File: src/rtl/lirr_pkg.sv
// Shared types and constants for the linear interpolation resampler with rate ramp.
// No dependencies; imported by the top level and the port checker.
`default_nettype none
package lirr_pkg;

  localparam int SAMPLE_W = 24;
  localparam int RATE_W   = 24;
  localparam int STEP_W   = 25;
  localparam int POS_W    = 25;
  localparam int FRAC_W   = 16;
  localparam int DIFF_W   = SAMPLE_W + 1;
  localparam int PROD_W   = DIFF_W + FRAC_W + 1;
  localparam int CFG_W    = 25;
  localparam int MAX_OUTPUTS_PER_INPUT = 64;
  localparam int CNT_W    = $clog2(MAX_OUTPUTS_PER_INPUT);

  localparam logic [POS_W-1:0]  ONE_Q16    = POS_W'(65536);
  localparam logic [RATE_W-1:0] RATE_RESET = RATE_W'(65536);
  localparam logic [CNT_W-1:0]  CNT_LAST   = CNT_W'(MAX_OUTPUTS_PER_INPUT - 1);
  localparam logic [PROD_W-1:0] ROUND_HALF = PROD_W'(32768);

  typedef enum logic [1:0] {
    REG_RATE_START  = 2'd0,
    REG_RATE_TARGET = 2'd1,
    REG_RATE_STEP   = 2'd2
  } reg_index_t;

  typedef enum logic [3:0] {
    S_IDLE  = 4'b0001,
    S_MUL_L = 4'b0010,
    S_MUL_R = 4'b0100,
    S_EMIT  = 4'b1000
  } state_t;

  typedef struct packed {
    logic signed [SAMPLE_W-1:0] sample_left;
    logic signed [SAMPLE_W-1:0] sample_right;
  } in_item_t;

  typedef struct packed {
    logic signed [SAMPLE_W-1:0] out_left;
    logic signed [SAMPLE_W-1:0] out_right;
    logic                       last_of_run;
  } out_item_t;

endpackage
`default_nettype wire

File: src/rtl/linear_interp_resampler_rate_ramp_unit.sv
// Stereo linear interpolation resampler with a per-output rate ramp.
// Each output is computed in states S_MUL_L and S_MUL_R and registered from S_EMIT once
// the output register is free (one shared 25x17 multiplier, left then right).
// A frame's outputs (at most 64) all go out before the next frame; one with none leaves it idle.
// Input ready only while the sequencer idles; the output register decouples the sink.
// Reset (rst, synchronous): prev frame 0, position 1.0, rate 1.0, step 0, target 1.0.
`default_nettype none
module linear_interp_resampler_rate_ramp_unit (
  input  wire logic                        clk,
  input  wire logic                        rst,
  input  wire logic                        in_valid,
  output      logic                        in_ready,
  input  wire lirr_pkg::in_item_t          in_data,
  output      logic                        out_valid,
  input  wire logic                        out_ready,
  output      lirr_pkg::out_item_t         out_data,
  input  wire logic                        cfg_write,
  input  wire logic [1:0]                  cfg_index,
  input  wire logic [lirr_pkg::CFG_W-1:0]  cfg_data
);
  import lirr_pkg::*;

  state_t state;

  logic signed [SAMPLE_W-1:0] prev_left, prev_right;
  logic signed [SAMPLE_W-1:0] cur_left, cur_right;
  logic signed [DIFF_W-1:0]   diff_left, diff_right;
  logic [POS_W-1:0]           read_position;
  logic [RATE_W-1:0]          current_rate;
  logic [RATE_W-1:0]          rate_target;
  logic signed [STEP_W-1:0]   rate_step;
  logic [CNT_W-1:0]           count;
  logic signed [PROD_W-1:0]   prod;
  logic signed [SAMPLE_W-1:0] lerp_left;

  logic                       in_fire;
  logic                       out_free;
  logic [POS_W-1:0]           pos_adj;
  logic [POS_W-1:0]           pos_next;
  logic                       last;
  logic signed [DIFF_W-1:0]   mul_a;
  logic signed [FRAC_W:0]     mul_b;
  logic signed [PROD_W-1:0]   mul_p;
  logic [PROD_W-1:0]          round_sum;
  logic signed [DIFF_W-1:0]   quot;
  logic signed [DIFF_W:0]     lerp_sum;
  logic signed [RATE_W+1:0]   rate_sum;
  logic signed [RATE_W+1:0]   target_ext;
  logic [RATE_W-1:0]          rate_next;

  assign in_ready = (state == S_IDLE);
  assign in_fire  = in_valid && in_ready;
  assign out_free = !out_valid || out_ready;

  assign pos_adj = ((read_position < ONE_Q16) ? ONE_Q16 : read_position) - ONE_Q16;

  // shared multiplier: diff * frac, frac zero-extended
  assign mul_a = (state == S_MUL_R) ? diff_right : diff_left;
  assign mul_b = $signed({1'b0, read_position[FRAC_W-1:0]});
  assign mul_p = PROD_W'(mul_a) * PROD_W'(mul_b);

  assign round_sum = $unsigned(prod) + ROUND_HALF;
  assign quot      = $signed(round_sum[FRAC_W +: DIFF_W]);

  always_comb begin
    if (state == S_MUL_R) begin
      lerp_sum = (DIFF_W+1)'(prev_left) + (DIFF_W+1)'(quot);
    end else begin
      lerp_sum = (DIFF_W+1)'(prev_right) + (DIFF_W+1)'(quot);
    end
  end

  assign pos_next = read_position + POS_W'(current_rate);
  assign last     = (pos_next >= ONE_Q16) || (count == CNT_LAST);

  assign rate_sum   = $signed({2'b00, current_rate}) + (RATE_W+2)'(rate_step);
  assign target_ext = $signed({2'b00, rate_target});

  always_comb begin
    rate_next = rate_sum[RATE_W-1:0];
    if ((rate_step > 0 && rate_sum > target_ext) ||
        (rate_step < 0 && rate_sum < target_ext)) begin
      rate_next = rate_target;
    end
  end

  always_ff @(posedge clk) begin
    if (rst) begin
      state         <= S_IDLE;
      out_valid     <= 1'b0;
      prev_left     <= '0;
      prev_right    <= '0;
      read_position <= ONE_Q16;
      current_rate  <= RATE_RESET;
      rate_target   <= RATE_RESET;
      rate_step     <= '0;
      count         <= '0;
    end else begin
      if (state == S_EMIT && out_free) begin
        out_valid <= 1'b1;
      end else if (out_ready) begin
        out_valid <= 1'b0;
      end
      unique case (state)
        S_IDLE: begin
          if (in_fire) begin
            cur_left   <= in_data.sample_left;
            cur_right  <= in_data.sample_right;
            diff_left  <= DIFF_W'(in_data.sample_left) - DIFF_W'(prev_left);
            diff_right <= DIFF_W'(in_data.sample_right) - DIFF_W'(prev_right);
            count      <= '0;
            if (pos_adj < ONE_Q16) begin
              read_position <= pos_adj;
              state         <= S_MUL_L;
            end else begin
              read_position <= pos_adj;
              prev_left     <= in_data.sample_left;
              prev_right    <= in_data.sample_right;
            end
          end
        end
        S_MUL_L: begin
          prod  <= mul_p;
          state <= S_MUL_R;
        end
        S_MUL_R: begin
          lerp_left <= lerp_sum[SAMPLE_W-1:0];
          prod      <= mul_p;
          state     <= S_EMIT;
        end
        S_EMIT: begin
          if (out_free) begin
            out_data.out_left    <= lerp_left;
            out_data.out_right   <= lerp_sum[SAMPLE_W-1:0];
            out_data.last_of_run <= last;
            current_rate         <= rate_next;
            count                <= count + CNT_W'(1);
            if (last) begin
              read_position <= (pos_next < ONE_Q16) ? ONE_Q16 : pos_next;
              prev_left     <= cur_left;
              prev_right    <= cur_right;
              state         <= S_IDLE;
            end else begin
              read_position <= pos_next;
              state         <= S_MUL_L;
            end
          end
        end
        default: state <= S_IDLE;
      endcase
      if (cfg_write) begin
        unique case (cfg_index)
          REG_RATE_START:  current_rate <= cfg_data[RATE_W-1:0];
          REG_RATE_TARGET: rate_target  <= cfg_data[RATE_W-1:0];
          REG_RATE_STEP:   rate_step    <= $signed(cfg_data[STEP_W-1:0]);
          default: ;
        endcase
      end
    end
  end

endmodule
`default_nettype wire

File: config.mk
export PLATFORM = sky130hd
export DESIGN_NAME = linear_interp_resampler_rate_ramp_unit
export DESIGN_NICKNAME = d
export VERILOG_FILES = /design/src/rtl/lirr_pkg.sv /design/src/rtl/linear_interp_resampler_rate_ramp_unit.sv
export SDC_FILE = /design/constraint.sdc
export NUM_CORES = 2
export LEC_CHECK = 0
export ABC_AREA = 1
export BUFFER_PORTS_ARGS = -buffer_cell sky130_fd_sc_hd__buf_2
export CORE_MARGIN = 5
export CORE_UTILIZATION = 50
export CTS_CLUSTER_SIZE = 25
export DETAILED_ROUTE_END_ITERATION = 16
export PLACE_DENSITY_LB_ADDON = 0.15
export SLEW_MARGIN = 20
export SYNTH_ARGS = -nofsm -noshare
export SYNTH_HDL_FRONTEND = slang
export SYNTH_SLANG_ARGS = --single-unit
File: constraint.sdc
create_clock -name clk -period 6.49 [get_ports clk]
set_clock_uncertainty 0.05 [all_clocks]
set_input_delay 0.649 -clock clk [delete_from_list [all_inputs] [get_ports clk]]
set_output_delay 0.649 -clock clk [all_outputs]
set_load 0.01 [all_outputs]
==> impl_results.md <==
* Capturing point of the worst reg2reg path: prod[39]
* Final layout net count at about 5300
* Critical path required time at around 6800 ps
* Number of max-cap violations at 0
* Total detailed-routing wirelength at 101.2 mm
* Synth cell types at 54
* Area of all placed cells without fillers at slightly above 40000 um^2
* Multi-input gate area in the final layout at 23000 um^2
* Launch point of the critical path: state[1]
* Actual transition at the worst max-transition pin at 1146 ps
* Number of synthesized register bits at between 300 and 400
* Post-detailed-route DRC marker count at 0
* Most instantiated flip-flop cell in the synthesis netlist: sky130_fd_sc_hd__edfxtp_1
* Routability congestion estimate from global placement at 0.9496
* Synthesized instance count at approximately 4200
* Area taken by flip-flops and latches at between 9000 and 10000 um^2
* Height of the die at ~270 um
* Ys Warns at 0
* Worst Hold Class: input port to flip-flop
* Max-slew headroom at 0.2280
* Die width at 272.2 um
* Num rows at 96
* PnR worst setup slack at a little over 80 ps
* Final count of hold timing violations at 0
* Worst hold path cell count at 1
* Via count at between 20000 and 30000
* LEAKAGE at 0.01906 uW
* Buffers on Ports at 130
* Worst path arrival time at approximately 6700 ps
* Startpoint of the tightest hold check path: in_data[0]
* Peak ir drop on the vdd network at roughly 0.26 mV
* First-pass GRT wire length at ~160 mm
* Number of DRC markers in iteration 0 at 2268
* Sequential element share of the synthesized area at 0.2627
* Post-route antenna net violation count at 0
* Endpoint, Worst Hold: cur_right[0]
* Switching part of the total at 0.4047
* Peak fanout along the critical path at 7
* Post-synthesis async set-or-reset flop share at 0
* CTS root buffer: sky130_fd_sc_hd__clkbuf_16
* Net switching component of the power at 3951 uW
* Share of power burned in combinational logic at 0.434
* TritonCTS clock tree: done
* Filler cell count at ~6200
* FMAX at ~0.16 GHz
* Diodes inserted at 0
* Register-to-Register Setup Slack at just over 80 ps
* Number of optimization iterations in the first detailed-route pass at 6
* Endpoint kind of the worst setup timing path: flip-flop
* Average instance area after synthesis at about 8.2 um^2
* Clk pin slew, worst setup/hold paths at 70 ps
* Number of vias per cell at about 5.3
* Pre-CTS setup slack at -539.8 ps
* Crit start category: flip-flop
* Launch instance of the worst register-to-register path: state[1]
* P_int at 5813 uW
* Top Ports at between 100 and 150
* Net Count, Synth at roughly 4900
* Number of levels the H-tree was split into at 2
* Number of buffers inserted during clock tree synthesis at between 40 and 50
* Floorplan core area at around 70000 um^2
* Relative contribution of the clock network to total power at 0.236
* Global-route usage over all layers at 0.2706
* Layout-stage area growth over the synthesis result at 18.59%
* Placed Area at between 30000 and 40000 um^2
* Max-slew violation count at 0
* Final Critical Period at 6409 ps
* Part of the total power dissipated in sequential elements at 0.330
* Fraction of the cycle the final worst path needs at 0.9875
* RSZ-0062 raised after global routing: yes
* Post-synthesis instance area at approximately 34000 um^2
* Number of cells on the worst reg-to-reg path at 27
* WL per Instance at about 19 um
* Sinks on the clock net at around 350
* Hold buffer count at CTS at 0
* Final HPWL DP at between 80 and 90 mm
* Starting utilization of the core area at 0.5028
* Antenna violations before repair at 2
* Number of enable-type register cells in the synthesized netlist at a little under 200
* Result of the run: completed
* Power density normalized to cell area at between 200 and 250 nW/um^2
* Layout cells sized above 1 at 0.1782
* Die area at ~74000 um^2
* Count of final setup violators at 0
* Buffer depth of the longest clock path at 3
* Worst setup path category: flip-flop to flip-flop
* Clock latency of the later-clocked register in the worst-skew pair at around 600 ps
* Vias in the first global route at approximately 29000
* Final global-route overflow total at 0
* Maximum number of pins on one net before global-route repair at 67
## cells in the final DEF, fill, tap and decap left out, types with 7 or more instances in the layout
master,count
sky130_fd_sc_hd__nor2_1,285
sky130_fd_sc_hd__nand2_2,36
sky130_fd_sc_hd__clkbuf_1,9
sky130_fd_sc_hd__nand2_1,840
sky130_fd_sc_hd__a21oi_2,36
sky130_fd_sc_hd__buf_4,284
sky130_fd_sc_hd__nand3_1,184
sky130_fd_sc_hd__xnor2_1,73
sky130_fd_sc_hd__a21o_1,12
sky130_fd_sc_hd__buf_6,35
sky130_fd_sc_hd__nor2_4,12
sky130_fd_sc_hd__nand3b_1,7
sky130_fd_sc_hd__nand4_1,31
sky130_fd_sc_hd__a31oi_1,25
sky130_fd_sc_hd__or2_2,23
sky130_fd_sc_hd__o21ai_0,148
sky130_fd_sc_hd__o21ai_4,14
sky130_fd_sc_hd__nor4_1,12
sky130_fd_sc_hd__o211ai_1,11
sky130_fd_sc_hd__o21a_1,8
sky130_fd_sc_hd__buf_12,11
sky130_fd_sc_hd__o21ai_2,15
sky130_fd_sc_hd__inv_1,702
sky130_fd_sc_hd__xor2_1,100
sky130_fd_sc_hd__inv_2,40
sky130_fd_sc_hd__buf_2,129
sky130_fd_sc_hd__clkinv_2,8
sky130_fd_sc_hd__clkbuf_16,41
sky130_fd_sc_hd__ha_1,214
sky130_fd_sc_hd__o21ai_1,18
sky130_fd_sc_hd__a211oi_1,8
sky130_fd_sc_hd__edfxtp_1,196
sky130_fd_sc_hd__nor2_2,18
sky130_fd_sc_hd__fa_1,364
sky130_fd_sc_hd__a21oi_1,299
sky130_fd_sc_hd__nor3_1,29
sky130_fd_sc_hd__o21bai_1,14
sky130_fd_sc_hd__dfxtp_1,154
sky130_fd_sc_hd__ha_4,24
sky130_fd_sc_hd__fa_2,18
## worst max-delay path, cell delays in order (launching register included)
cell	delay [ps]
sky130_fd_sc_hd__dfxtp_2	330
sky130_fd_sc_hd__nor2_4	120
sky130_fd_sc_hd__nand3_4	140
sky130_fd_sc_hd__buf_12	180
sky130_fd_sc_hd__buf_12	140
sky130_fd_sc_hd__o21ai_4	260
sky130_fd_sc_hd__buf_6	150
sky130_fd_sc_hd__nor2_1	50
sky130_fd_sc_hd__fa_1	520
sky130_fd_sc_hd__inv_1	50
sky130_fd_sc_hd__fa_1	490
sky130_fd_sc_hd__fa_1	520
sky130_fd_sc_hd__inv_2	40
sky130_fd_sc_hd__fa_1	470
sky130_fd_sc_hd__fa_1	520
sky130_fd_sc_hd__fa_1	560
sky130_fd_sc_hd__ha_4	230
sky130_fd_sc_hd__a21oi_4	120
sky130_fd_sc_hd__o21ai_0	90
sky130_fd_sc_hd__a21oi_1	160
sky130_fd_sc_hd__nand2_2	100
sky130_fd_sc_hd__a21oi_2	150
sky130_fd_sc_hd__buf_6	130
sky130_fd_sc_hd__nor3_4	40
sky130_fd_sc_hd__nor2_2	130
sky130_fd_sc_hd__nor3_2	60
sky130_fd_sc_hd__nand3b_1	180
sky130_fd_sc_hd__xor2_1	160
## metrics by stage
step	std cells	power, uW	TNS, ps	utilization	hold WS [ps]
2_1_floorplan	4184	5752	0	-	350.3
3_3_place_gp	5346	7149	-4345	0.5536	350.5
3_5_place_dp	5346	7173	-6847	0.5536	354.5
4_1_cts	5437	9592	0	0.5798	173.9
5_1_grt	5468	10350	-906.3	0.5963	191.9
6_report	5468	9764	0	0.5963	203.5
## Yosys cell counts (all sizes together), types with 3 or more instances
master / instances / area share
a21o: 12 / 0.0026
or2: 29 / 0.0053
xor2: 100 / 0.025
o221ai: 3 / 0.00076
fa: 382 / 0.22
dfxtp: 157 / 0.091
o31ai: 4 / 0.00087
nand2: 879 / 0.097
nor3: 34 / 0.0050
ha: 242 / 0.088
nand3b: 7 / 0.0015
nand4: 32 / 0.0063
a211oi: 8 / 0.0017
o211ai: 11 / 0.0024
a21boi: 3 / 0.00066
a21oi: 339 / 0.051
nor2: 315 / 0.035
o21bai: 15 / 0.0034
o21a: 8 / 0.0017
edfxtp: 196 / 0.17
o21ai: 195 / 0.029
clkinv: 9 / 0.00098
nor4: 14 / 0.0029
buf: 19 / 0.0033
inv: 744 / 0.081
xnor2: 73 / 0.019
nand3: 190 / 0.028
clkbuf: 115 / 0.013
a31o: 4 / 0.0010
a31oi: 30 / 0.0055
## power groups by stage
stage,logic (uW),registers (uW),clock network [uW]
6_report,4240,3220,2310
5_1_grt,4660,3240,2450
4_1_cts,4040,3200,2350
3_5_place_dp,3940,3230,0
3_3_place_gp,3910,3230,0
2_1_floorplan,2650,3100,0
## per-layer routing
| layer | vias to the layer above | share of wire | global-route usage |
|---|---|---|---|
| li1 | 14040 | - | - |
| met1 | 14080 | 0.45 | 0.3867 |
| met2 | 887 | 0.46 | 0.4330 |
| met3 | 131 | 0.072 | 0.04616 |
| met4 | 0 | 0.024 | 0.06711 |
| met5 | - | 0 | 0 |
## sequential cells by signal, indices dropped and copies added, names as in the netlist
| register | flops |
|---|---|
| out_valid | 1 |
| prev_left | 24 |
| diff_left | 25 |
| prev_right | 24 |
| cur_right | 24 |
| rate_target | 24 |
| rate_step | 25 |
| current_rate | 24 |
| prod | 25 |
| count | 6 |
| cur_left | 24 |
| lerp_left | 24 |
| state | 4 |
| read_position | 25 |
| out_data | 49 |
| diff_right | 25 |
## logic make-up after synthesis
group / share of synthesized area
AND/OR/NAND/NOR: 0.1820
buffers and inverters: 0.09809
AO/OA/AOI/OAI: 0.1025
adder cells (fa/ha/maj): 0.3106
flip-flops: 0.2627
XOR/XNOR: 0.04409
## repair_timing
action	4_1_cts	5_1_grt
buffers inserted	16	31
endpoints found under the setup margin	23	21
pin swaps	27	89
gates resized for setup	91	240
## worst max path at each step
stage                     cells after the start       end  slack [ps]
after floorplan                              31  prod[26]           9
after global placement                       29  prod[36]        -390
after detailed placement                     29  prod[36]        -540
after CTS                                    29  prod[39]           3
after global routing                         30  prod[34]        -110
final                                        27  prod[39]          80
## layout make-up
type                            count  area share
Clock inverter                     23    0.005956
Inverter                          753     0.07022
Tap cell                          882     0.02708
Clock buffer                       53     0.02702
Multi-Input combinational cell   2944      0.5645
Sequential cell                   353      0.2216
Timing Repair Buffer              460     0.08360
Power figures use the tool's default switching activity.
